## src/hw/rtl/msts_pkg.sv

```systemverilog
// Shared types and constants for the multi-strategy target selector.
// Used by the controller, the datapath, the modulo unit and the top level.
`timescale 1ns / 1ps

package msts_pkg;

	localparam int MaxEntriesDef = 64;

	localparam int PrioW     = 16;
	localparam int LoadW     = 7;
	localparam int CapW      = 16;
	localparam int LocW      = 16;
	localparam int ModeW     = 3;
	localparam int IndexOutW = 6;
	localparam int RotW      = 32;
	localparam int CfgIdxW   = 2;
	localparam int CfgDataW  = 16;

	// strategy codes
	localparam logic [ModeW-1:0] MODE_PRIO  = 3'd0;
	localparam logic [ModeW-1:0] MODE_LOAD  = 3'd1;
	localparam logic [ModeW-1:0] MODE_CAP   = 3'd2;
	localparam logic [ModeW-1:0] MODE_RR    = 3'd3;
	localparam logic [ModeW-1:0] MODE_LOCAL = 3'd4;

	// configuration register indexes
	localparam logic [CfgIdxW-1:0] CFG_STRATEGY  = 2'd0;
	localparam logic [CfgIdxW-1:0] CFG_HOME_ID   = 2'd1;
	localparam logic [CfgIdxW-1:0] CFG_HOME_SET  = 2'd2;

	// controller -> datapath
	typedef struct packed {
		logic take;       // fold the accepted entry into the running bests
		logic start_div;  // launch rotation_counter mod entry_count
		logic finish;     // load the result register and clear the list
	} cmd_t;

	// datapath -> controller
	typedef struct packed {
		logic out_busy;   // result register holds a request not taken this cycle
		logic empty;      // no entry counted in the current list
		logic rr_mode;    // round robin strategy selected
		logic div_done;   // modulo result is ready
	} sts_t;

endpackage

```

## src/hw/rtl/msts_mod_unit.sv

```systemverilog
// Restoring modulo unit: 32-bit dividend by a small entry count, one bit per cycle.
// Depends on msts_pkg for the dividend width.
`timescale 1ns / 1ps

module msts_mod_unit #(
	parameter int CNT_W = 7,
	parameter int IDX_W = 6
) (
	input  logic                       clk,
	input  logic                       arst_n,
	input  logic                       start,
	input  logic [msts_pkg::RotW-1:0]  dividend,
	input  logic [CNT_W-1:0]           divisor,
	output logic                       done,
	output logic [IDX_W-1:0]           rem
);

	localparam int StepW = $clog2(msts_pkg::RotW);

	logic                      busy_q;
	logic                      done_q;
	logic [StepW-1:0]          step_q;
	logic [msts_pkg::RotW-1:0] dvd_q;
	logic [CNT_W-1:0]          rem_q;
	logic [CNT_W-1:0]          dsr_q;
	logic [CNT_W:0]            trial;
	logic [CNT_W:0]            diff;
	logic                      ge;

	assign trial = {rem_q, dvd_q[msts_pkg::RotW-1]};
	assign ge    = trial >= {1'b0, dsr_q};
	assign diff  = trial - {1'b0, dsr_q};

	always_ff @(posedge clk or negedge arst_n) begin
		if (!arst_n) begin
			busy_q <= 1'b0;
			done_q <= 1'b0;
			step_q <= '0;
		end else begin
			done_q <= 1'b0;
			if (start) begin
				busy_q <= 1'b1;
				step_q <= '0;
			end else if (busy_q) begin
				step_q <= step_q + 1'b1;
				if (step_q == StepW'(msts_pkg::RotW - 1)) begin
					busy_q <= 1'b0;
					done_q <= 1'b1;
				end
			end
		end
	end

	always_ff @(posedge clk) begin
		if (start) begin
			dvd_q <= dividend;
			dsr_q <= divisor;
			rem_q <= '0;
		end else if (busy_q) begin
			dvd_q <= {dvd_q[msts_pkg::RotW-2:0], 1'b0};
			// remainder stays below the divisor, so the top bit drops out
			rem_q <= ge ? diff[CNT_W-1:0] : trial[CNT_W-1:0];
		end
	end

	assign done = done_q;
	assign rem  = rem_q[IDX_W-1:0];

endmodule

```

## src/hw/rtl/msts_datapath.sv

```systemverilog
// Datapath: configuration registers, running bests, rotation counter and result register.
// Depends on msts_pkg and msts_mod_unit; driven by msts_ctrl commands.
`timescale 1ns / 1ps

module msts_datapath #(
	parameter int MAX_ENTRIES = msts_pkg::MaxEntriesDef,
	parameter int CNT_W       = 7,
	parameter int IDX_W       = 6
) (
	input  logic                           clk,
	input  logic                           arst_n,
	input  msts_pkg::cmd_t                 cmd,
	output msts_pkg::sts_t                 sts,
	input  logic                           cfg_valid,
	input  logic [msts_pkg::CfgIdxW-1:0]   cfg_index,
	input  logic [msts_pkg::CfgDataW-1:0]  cfg_data,
	input  logic [msts_pkg::PrioW-1:0]     entry_priority,
	input  logic [msts_pkg::LoadW-1:0]     entry_load,
	input  logic [msts_pkg::CapW-1:0]      entry_capacity,
	input  logic [msts_pkg::LocW-1:0]      entry_locality_id,
	output logic                           out_valid,
	input  logic                           out_ready,
	output logic                           found,
	output logic [msts_pkg::IndexOutW-1:0] chosen_index
);

	logic [msts_pkg::ModeW-1:0] strategy_mode_q;
	logic [msts_pkg::LocW-1:0]  home_id_q;
	logic                       home_set_q;

	logic [CNT_W-1:0]           entry_count_q;
	logic [msts_pkg::PrioW-1:0] best_prio_q;
	logic [IDX_W-1:0]           best_prio_idx_q;
	logic [msts_pkg::LoadW-1:0] best_load_q;
	logic [IDX_W-1:0]           best_load_idx_q;
	logic [msts_pkg::CapW-1:0]  best_cap_q;
	logic [IDX_W-1:0]           best_cap_idx_q;
	logic [msts_pkg::PrioW-1:0] local_prio_q;
	logic [IDX_W-1:0]           local_idx_q;
	logic                       local_seen_q;
	logic [msts_pkg::RotW-1:0]  rot_q;

	logic                       out_valid_q;
	logic                       found_q;
	logic [msts_pkg::IndexOutW-1:0] index_q;

	logic                       first;
	logic                       room;
	logic [IDX_W-1:0]           cur_idx;
	logic                       empty;
	logic                       rr_mode;
	logic                       div_done;
	logic [IDX_W-1:0]           div_rem;
	logic [IDX_W-1:0]           pick;
	logic [IDX_W+msts_pkg::IndexOutW-1:0] pick_ext;

	assign first   = entry_count_q == '0;
	assign room    = entry_count_q < CNT_W'(MAX_ENTRIES);
	assign cur_idx = entry_count_q[IDX_W-1:0];
	assign empty   = first;
	assign rr_mode = strategy_mode_q == msts_pkg::MODE_RR;

	// configuration writes
	always_ff @(posedge clk or negedge arst_n) begin
		if (!arst_n) begin
			strategy_mode_q <= msts_pkg::MODE_PRIO;
			home_id_q       <= '0;
			home_set_q      <= 1'b0;
		end else if (cfg_valid) begin
			unique case (cfg_index)
				msts_pkg::CFG_STRATEGY: strategy_mode_q <= cfg_data[msts_pkg::ModeW-1:0];
				msts_pkg::CFG_HOME_ID:  home_id_q       <= cfg_data[msts_pkg::LocW-1:0];
				msts_pkg::CFG_HOME_SET: home_set_q      <= cfg_data[0];
				default: ;
			endcase
		end
	end

	// running bests; entries past capacity are dropped
	always_ff @(posedge clk or negedge arst_n) begin
		if (!arst_n) begin
			entry_count_q <= '0;
			local_seen_q  <= 1'b0;
		end else if (cmd.finish) begin
			entry_count_q <= '0;
			local_seen_q  <= 1'b0;
		end else if (cmd.take && room) begin
			entry_count_q <= entry_count_q + 1'b1;
			if (entry_locality_id == home_id_q)
				local_seen_q <= 1'b1;
		end
	end

	always_ff @(posedge clk) begin
		if (cmd.take && room) begin
			if (first || entry_priority < best_prio_q) begin
				best_prio_q     <= entry_priority;
				best_prio_idx_q <= cur_idx;
			end
			if (first || entry_load < best_load_q) begin
				best_load_q     <= entry_load;
				best_load_idx_q <= cur_idx;
			end
			if (first || entry_capacity > best_cap_q) begin
				best_cap_q     <= entry_capacity;
				best_cap_idx_q <= cur_idx;
			end
			if (entry_locality_id == home_id_q &&
			    (!local_seen_q || entry_priority < local_prio_q)) begin
				local_prio_q <= entry_priority;
				local_idx_q  <= cur_idx;
			end
		end
	end

	msts_mod_unit #(
		.CNT_W(CNT_W),
		.IDX_W(IDX_W)
	) u_mod (
		.clk     (clk),
		.arst_n  (arst_n),
		.start   (cmd.start_div),
		.dividend(rot_q),
		.divisor (entry_count_q),
		.done    (div_done),
		.rem     (div_rem)
	);

	always_comb begin
		unique case (strategy_mode_q)
			msts_pkg::MODE_LOAD:  pick = best_load_idx_q;
			msts_pkg::MODE_CAP:   pick = best_cap_idx_q;
			msts_pkg::MODE_RR:    pick = div_rem;
			msts_pkg::MODE_LOCAL: pick = (home_set_q && local_seen_q) ? local_idx_q
			                                                          : best_prio_idx_q;
			default:              pick = best_prio_idx_q;
		endcase
	end

	assign pick_ext = {{msts_pkg::IndexOutW{1'b0}}, pick};

	always_ff @(posedge clk or negedge arst_n) begin
		if (!arst_n) begin
			rot_q       <= '0;
			out_valid_q <= 1'b0;
		end else begin
			if (cmd.finish) begin
				out_valid_q <= 1'b1;
				if (rr_mode && !empty)
					rot_q <= rot_q + 1'b1;
			end else if (out_ready) begin
				out_valid_q <= 1'b0;
			end
		end
	end

	always_ff @(posedge clk) begin
		if (cmd.finish) begin
			found_q <= !empty;
			index_q <= empty ? '0 : pick_ext[msts_pkg::IndexOutW-1:0];
		end
	end

	assign sts.out_busy = out_valid_q && !out_ready;
	assign sts.empty    = empty;
	assign sts.rr_mode  = rr_mode;
	assign sts.div_done = div_done;

	assign out_valid    = out_valid_q;
	assign found        = found_q;
	assign chosen_index = index_q;

endmodule

```

## src/hw/rtl/msts_ctrl.sv

```systemverilog
// Controller: accepts list items, then sequences result selection and the modulo unit.
// Depends on msts_pkg for the command and status structs.
`timescale 1ns / 1ps

module msts_ctrl (
	input  logic           clk,
	input  logic           arst_n,
	input  logic           in_valid,
	output logic           in_ready,
	input  logic           entry_present,
	input  logic           list_end,
	output msts_pkg::cmd_t cmd,
	input  msts_pkg::sts_t sts
);

	localparam logic [1:0] ST_ACC  = 2'd0;
	localparam logic [1:0] ST_PICK = 2'd1;
	localparam logic [1:0] ST_DIV  = 2'd2;

	logic [1:0] state_q;
	logic [1:0] state_d;
	logic       accept;

	// a closing item waits only until the result register can take its request
	assign in_ready = (state_q == ST_ACC) && (!list_end || !sts.out_busy);
	assign accept   = in_valid && in_ready;

	always_comb begin
		state_d       = state_q;
		cmd.take      = 1'b0;
		cmd.start_div = 1'b0;
		cmd.finish    = 1'b0;
		unique case (state_q)
			ST_ACC: begin
				cmd.take = accept && entry_present;
				if (accept && list_end)
					state_d = ST_PICK;
			end
			ST_PICK: begin
				if (sts.rr_mode && !sts.empty) begin
					cmd.start_div = 1'b1;
					state_d       = ST_DIV;
				end else begin
					cmd.finish = 1'b1;
					state_d    = ST_ACC;
				end
			end
			ST_DIV: begin
				if (sts.div_done) begin
					cmd.finish = 1'b1;
					state_d    = ST_ACC;
				end
			end
			default: state_d = ST_ACC;
		endcase
	end

	always_ff @(posedge clk or negedge arst_n) begin
		if (!arst_n)
			state_q <= ST_ACC;
		else
			state_q <= state_d;
	end

`ifndef SYNTHESIS
	// a result is only loaded into a free output register
	a_finish_free: assert property (@(posedge clk) disable iff (!arst_n)
		cmd.finish |-> !sts.out_busy)
		else $error("result loaded while output register busy");

	// modulo result shows up only while waiting for it
	a_div_done_state: assert property (@(posedge clk) disable iff (!arst_n)
		sts.div_done |-> state_q == ST_DIV)
		else $error("modulo done outside divide state");

	// launching a divide puts the controller in the divide state next cycle
	a_div_launch: assert property (@(posedge clk) disable iff (!arst_n)
		cmd.start_div |=> state_q == ST_DIV && !cmd.finish)
		else $error("divide launch did not reach divide state");
`endif

endmodule

```

## src/hw/rtl/multi_strategy_target_selector.sv

```systemverilog
// Multi-strategy target selector: top level joining controller and datapath.
// Usage:
//   Input channel (in_valid/in_ready) takes one candidate per request, with
//   entry_present and list_end; list_end closes the list. A request with
//   entry_present low and list_end high closes the list without an entry.
//   Output channel (out_valid/out_ready) gives one result per list: found and
//   chosen_index. Configuration channel (cfg_valid/cfg_ready, cfg_index,
//   cfg_data) writes strategy_mode, home_locality_id, home_locality_set;
//   cfg_ready is always high, write only while idle.
// Flow:
//   Entries are taken one per cycle. The closing request is followed by a
//   selection state that loads the result register; no new request is taken
//   until it is loaded. For round robin with a non-empty list, that state
//   launches the bit-serial modulo unit instead, and the result register is
//   loaded once its remainder is done. A stalled receiver does not block
//   entries; only a closing request waits until the result register is free.
// Reset: configuration, the entry count, the locality flag and the rotation
//   counter clear; no result is pending.
// Depends on msts_pkg, msts_ctrl, msts_datapath, msts_mod_unit.
`timescale 1ns / 1ps

module multi_strategy_target_selector #(
	parameter int MAX_ENTRIES = msts_pkg::MaxEntriesDef
) (
	input  logic                           clk,
	input  logic                           arst_n,
	input  logic                           cfg_valid,
	output logic                           cfg_ready,
	input  logic [msts_pkg::CfgIdxW-1:0]   cfg_index,
	input  logic [msts_pkg::CfgDataW-1:0]  cfg_data,
	input  logic                           in_valid,
	output logic                           in_ready,
	input  logic                           entry_present,
	input  logic [msts_pkg::PrioW-1:0]     entry_priority,
	input  logic [msts_pkg::LoadW-1:0]     entry_load,
	input  logic [msts_pkg::CapW-1:0]      entry_capacity,
	input  logic [msts_pkg::LocW-1:0]      entry_locality_id,
	input  logic                           list_end,
	output logic                           out_valid,
	input  logic                           out_ready,
	output logic                           found,
	output logic [msts_pkg::IndexOutW-1:0] chosen_index
);

	localparam int IDX_W = $clog2(MAX_ENTRIES);
	localparam int CNT_W = $clog2(MAX_ENTRIES + 1);

	msts_pkg::cmd_t cmd;
	msts_pkg::sts_t sts;

	assign cfg_ready = 1'b1;

	msts_ctrl u_ctrl (
		.clk          (clk),
		.arst_n       (arst_n),
		.in_valid     (in_valid),
		.in_ready     (in_ready),
		.entry_present(entry_present),
		.list_end     (list_end),
		.cmd          (cmd),
		.sts          (sts)
	);

	msts_datapath #(
		.MAX_ENTRIES(MAX_ENTRIES),
		.CNT_W      (CNT_W),
		.IDX_W      (IDX_W)
	) u_dp (
		.clk              (clk),
		.arst_n           (arst_n),
		.cmd              (cmd),
		.sts              (sts),
		.cfg_valid        (cfg_valid),
		.cfg_index        (cfg_index),
		.cfg_data         (cfg_data),
		.entry_priority   (entry_priority),
		.entry_load       (entry_load),
		.entry_capacity   (entry_capacity),
		.entry_locality_id(entry_locality_id),
		.out_valid        (out_valid),
		.out_ready        (out_ready),
		.found            (found),
		.chosen_index     (chosen_index)
	);

endmodule
```

## config.mk

```make
export PLATFORM = sky130hd
export DESIGN_NAME = multi_strategy_target_selector
export DESIGN_NICKNAME = d
export VERILOG_FILES = /design/src/hw/rtl/msts_pkg.sv /design/src/hw/rtl/msts_mod_unit.sv /design/src/hw/rtl/msts_datapath.sv /design/src/hw/rtl/msts_ctrl.sv /design/src/hw/rtl/multi_strategy_target_selector.sv
export SDC_FILE = /design/constraint.sdc
export NUM_CORES = 1
export LEC_CHECK = 0
export BUFFER_PORTS_ARGS = -buffer_cell sky130_fd_sc_hd__clkbuf_2
export CAP_MARGIN = 20
export CORE_MARGIN = 2
export CORE_UTILIZATION = 41
export DETAILED_ROUTE_END_ITERATION = 12
export PLACE_DENSITY = 0.61
export SETUP_SLACK_MARGIN = 0.05
export SLEW_MARGIN = 20
export SYNTH_ARGS = -nofsm -noshare
export SYNTH_HDL_FRONTEND = slang
export SYNTH_HIERARCHICAL = 1
export SYNTH_SLANG_ARGS = --single-unit
```

## constraint.sdc

```tcl
create_clock -name clk -period 5.8 [get_ports clk]
set_input_delay 0.58 -clock clk [delete_from_list [all_inputs] [get_ports clk]]
set_output_delay 0.58 -clock clk [all_outputs]
set_load 0.1 [all_outputs]
```

# Yosys cells after proc, flatten, opt, wreduce, memory -nomap -nowiden
# Index checks and enable logic that the tools add are counted.
# word_totals
reg_bits,202
out_inout_bits,10
# op_classes
n_mux,30
n_eq_ne,12
addsub,4
magnitude_cmp,6
reduce_logical,36
# ops
op,count
$mux 32,2
$add 32x1->32 const B,1
$lt 16x16->1,2
$pmux 6 s4,1
$mux 7,3
$reduce_and 2->1,10
$eq 16x16->1,1
$gt 16x16->1,1
$mux 1,16
$mux 5,2
$logic_and 1x1->1,9
$ge 8x7->1,1
$reduce_bool 2->1,4
$add 7x1->7 const B,1
$logic_not 7->1,1
$lt 7x7->1,1
$lt 7x7->1 const B,1
$sub 7x7->7,1
$eq 3x2->1 const B,2
$mux 2,3
$mux 6,1
$pmux 2 s3,1
$add 5x1->5 const B,1
$eq 5x5->1 const B,1
other kinds (10),21

# Logic depth before layout (Yosys ltp)
# logic_depth
ltp_word,11
mapped_depth,16
ltp_nobuf,13

# Modules after synthesis
# Netlist, hierarchy kept.
# modules_own_cells
module,n_inst,cells_per_inst,area_per_inst_um2,seq_area_each_um2
msts_datapath,1,547,7043.0,4108.9
msts_mod_unit,1,205,2670.1,1486.4
msts_ctrl,1,21,214.0,50.0
multi_strategy_target_selector,1,2,11.3,0.0

# Worst setup path before layout
# OpenSTA, ideal clock, no wires.
# synth_timing
path_type,register to register
from,"register u_dp.out_valid_q, in the netlist u_dp/out_valid"
to,register u_dp.best_prio_idx_q[0] (enable)
synth_period_minus_slack_ps,4786
path_slack_ps,1014
setup_time_ps,409
stages_incl_launch_ff,8
arrival_time_ps,4376
n_path_buf,1
cell_sequence,dfrtp_1 > nor2b_1 > a21boi_1 > and3_1 > nor2b_1 > clkbuf_1 > o211ai_1 > o22ai_1
# synth_rtl
element,line,rtl
from (decl),msts_datapath.sv:43,logic out_valid_q;
from (signal assigned),msts_datapath.sv:145,out_valid_q <= 1'b0;
from (signal assigned),msts_datapath.sv:148,out_valid_q <= 1'b1;
from (signal assigned),msts_datapath.sv:152,out_valid_q <= 1'b0;
to (signal assigned),msts_datapath.sv:98,best_prio_idx_q <= cur_idx;
to (decl),msts_datapath.sv:33,logic [IDX_W-1:0] best_prio_idx_q;

==> flow_metrics.py <==
metrics = {
    "status": {
        "status": "complete, no violations",
    },
    "layout": {
        "fin_area_mm2": 0.0113,
        "drive_gt1_frac": 0.232,
        "final_common_cell": "edfxtp_1",
        "nets": 1009,
        "num_antenna_cells": 0,
        "final_cells": 1197,
        "regArea_mm2": 0.00565,
        "n_fill_cell": 2134,
        "syn_to_final_growth_pct": 13.8,
        "most-common-layout-cells": "edfxtp_1 (125), clkbuf_2 (87), dfrtp_1 (70), inv_1 (69), ha_1 (67)",
        "multi_input_area_mm2": 0.00385,
    },
    "global_routing": {
        "grt_pass1_vias": 5991,
        "antenna_found_initial": 0,
        "grt_max_degree": 71,
        "grt_usage": 0.149,
        "global_route.overflow_total": 0,
        "grt_pass1_wl_um": 31400,
    },
    "clock_tree": {
        "cts_setup_buffers": 0,
        "ctsHoldBuffers": 0,
        "clkLatencyLatePin_ps": 510,
        "cts_sinks": 202,
        "cts_resized": 0,
        "cts_tree": "done",
        "clockBufferDepth": 3,
        "clockRootBuffer": "clkbuf_16",
        "cts_buffers": 23,
        "path_clk_slew_ps": 60,
        "cts.htree.levels": 1,
    },
    "sta": {
        "finalWorstSetupSlack_ps": 2080,
        "clock_skew_ps": 12.3,
        "rsz0062_at_grt": "no",
        "period_share": 0.641,
        "max_slew_margin": 0.377,
        "timing.fmax_ghz": 0.269,
        "maxSlewViolCount": 0,
        "worst_pin_slew_ps": 935,
        "layout_min_cycle_time_ps": 3720,
        "hold_viol_final": 0,
        "finalSetupViolCount": 0,
        "finalSetupTns_ps": 0,
    },
    "power_and_ir_drop": {
        "cellLeakagePower_nw": 4.88,
        "pwr-share-seq": 0.454,
        "power.share.clock": 0.282,
        "combPwrFrac": 0.263,
        "p_sw_mw": 1.48,
        "intPower_mw": 3.22,
        "vdd_drop_max_mv": 0.359,
        "power_density_mw_per_mm2": 415,
        "switching_share": 0.314,
    },
    "drt": {
        "drt_pass1_iterations": 4,
        "wl_per_cell_um": 15.8,
        "drc_errors": 0,
        "drtAntennaViolNets": 0,
        "routed_via_density": 5.04,
        "drtIter0Drc": 336,
        "wl_um": 18900,
        "num_vias": 6031,
    },
    "critical_path": {
        "worstSetupStartpointType": "flop",
        "endpoint_kind": "flop",
        "cp.arrival_ps": 4110,
        "critPathMaxFanout": 11,
        "crit_type": "reg -> reg",
        "required_ps": 6190,
    },
    "synthesis": {
        "ys_ff_latch": 202,
        "netlist_area_mm2": 0.00994,
        "synth-compound-area-share": 0.0773,
        "ys_async_sr_fraction": 0.347,
        "synth_edf_count": 125,
        "yosysUniqueCellTypes": 71,
        "syn_nets": 923,
        "avgSynthCellArea_um2": 12.8,
        "synth_xor_area_frac": 0.0511,
        "synth_mux_area_frac": 0.0692,
        "yosysSeqAreaShare": 0.568,
        "ys.flop_type": "edfxtp_1",
        "yosysWarnings": 6,
        "synthSimpleGateAreaFrac": 0.100,
        "synthAdderAreaFrac": 0.0864,
        "syn_inst": 775,
        "synth_top_family_by_area": "simple AND/OR/NAND/NOR gates",
    },
    "place": {
        "pre_cts_ws_ps": 2100,
        "finalWeightedCongestion": 0.802,
        "portBuffers": 88,
        "dpl.cell_count": 1155,
        "place_area_mm2": 0.0106,
        "hpwlAfterDp_um": 13200,
    },
    "floorplan": {
        "die_area_mm2": 0.0255,
        "row_count": 56,
        "die-height_um": 160,
        "initial_core_util": 0.421,
        "die_width_um": 160,
        "core_region_area_mm2": 0.0236,
        "io_pins": 90,
    },
    "flow_run": {
        "drv_cap": 0,
    },
    "hold_path": {
        "hp-class": "in -> async",
    },
}
cell families (layout without fill, tap and decap cells):
kind of cell,after synthesis,count (layout)
compound gates,108,108
fa+ha+maj,68,68
buf+inv,101,204
xor+xnor,58,58
mux,61,61
flops,202,202
simple gates,176,176
other cells,1,1
synthesized netlist by cell type (all sizes together), types with 7 or more instances:
master	number	area, um^2
o21ai	21	105
dfxtp	7	140
inv	69	259
nor2	31	116
mux2	59	668
and3	7	43.8
nor3b	8	60.1
nor2b	12	82.6
a21oi	25	129
xor2	25	219
a22oi	7	52.6
nand3	19	108
buf	21	165
a21o	10	76.3
dfrtp	70	1750
nand4	19	119
clkbuf	10	38.8
edfxtp	125	3750
ha	67	838
nand2	41	154
a211oi	7	62.6
xnor2	33	289
path summary, 6_finish.rpt:
path                            slack (ps)  cells past startpoint                   from                      end
worst min register to register         470                      1         u_dp/rot_q[31]           u_dp/rot_q[31]
worst min-delay path                   220                      1                 arst_n           u_dp/rot_q[21]
worst max-delay path                  2080                     13  u_dp/entry_count_q[0]           u_dp/rot_q[31]
min in group clk                       260                      1      entry_capacity[0]       u_dp/best_cap_q[0]
max in group asynchronous             4970                      1                 arst_n  u_dp/strategy_mode_q[2]
worst max register to register        2080                     13  u_dp/entry_count_q[0]           u_dp/rot_q[31]
per-stage QoR:
step | hold slack, ps | util | power (mW)
after CTS | 254 | 0.479 | 4.75
final | 221 | 0.479 | 4.70
after global routing | 251 | 0.479 | 4.97
after global placement | 471 | 0.450 | 3.38
after detailed placement | 463 | 0.450 | 3.40
after floorplan | 284 | - | 3.12
power groups by stage:
stage | Sequential [mW] | Combinational (mW) | Clock, mW
after floorplan | 2.18 | 0.933 | 0
after global placement | 2.15 | 1.22 | 0
after detailed placement | 2.16 | 1.24 | 0
after CTS | 2.14 | 1.25 | 1.36
after global routing | 2.17 | 1.38 | 1.43
final | 2.13 | 1.24 | 1.33
layer usage:
metal,track usage,vias to the layer above,routed length [um]
met2,0.223,140,8260
met4,0.0434,0,445
met5,0,-,0
met1,0.223,2894,9260
li1,-,2966,-
met3,0.0255,31,962
sequential cells by signal (all words and copies together) (netlist names), 2 cells and up:
signal                flops
u_dp/home_id_q           16
u_dp/local_idx_q          6
u_dp/rot_q               32
u_dp/best_cap_idx_q       6
u_dp/entry_count_q        7
u_dp/best_prio_q         16
u_dp/local_prio_q        16
u_dp/u_mod/dsr_q          7
u_dp/best_load_idx_q      6
u_dp/best_load_q          7
u_dp/strategy_mode_q      3
u_dp/u_mod/step_q         5
u_dp/u_mod/dvd_q         32
u_ctrl/state_q            2
u_dp/best_prio_idx_q      6
u_dp/chosen_index         6
u_dp/u_mod/rem_q          7
u_dp/best_cap_q          16
cell type report:
cell class / count / area share
timing repair buffer: 92 / 0.0418
clock inverter: 14 / 0.00796
sequential: 202 / 0.499
tap: 319 / 0.0353
multi-input combinational: 472 / 0.340
inverter: 70 / 0.0233
clock buffer: 28 / 0.0525
worst max-delay path: stages (launching register included):
cell	delay [ps]
dfrtp_1	480
inv_1	100
ha_1	140
or4b_1	470
or3_1	520
clkinv_2	160
nand2b_1	190
a22oi_1	80
nor2b_1	180
o311a_4	310
nand3_4	130
nor4_4	490
nand4_1	180
xnor2_1	150
Power figures use the tool's default switching activity.
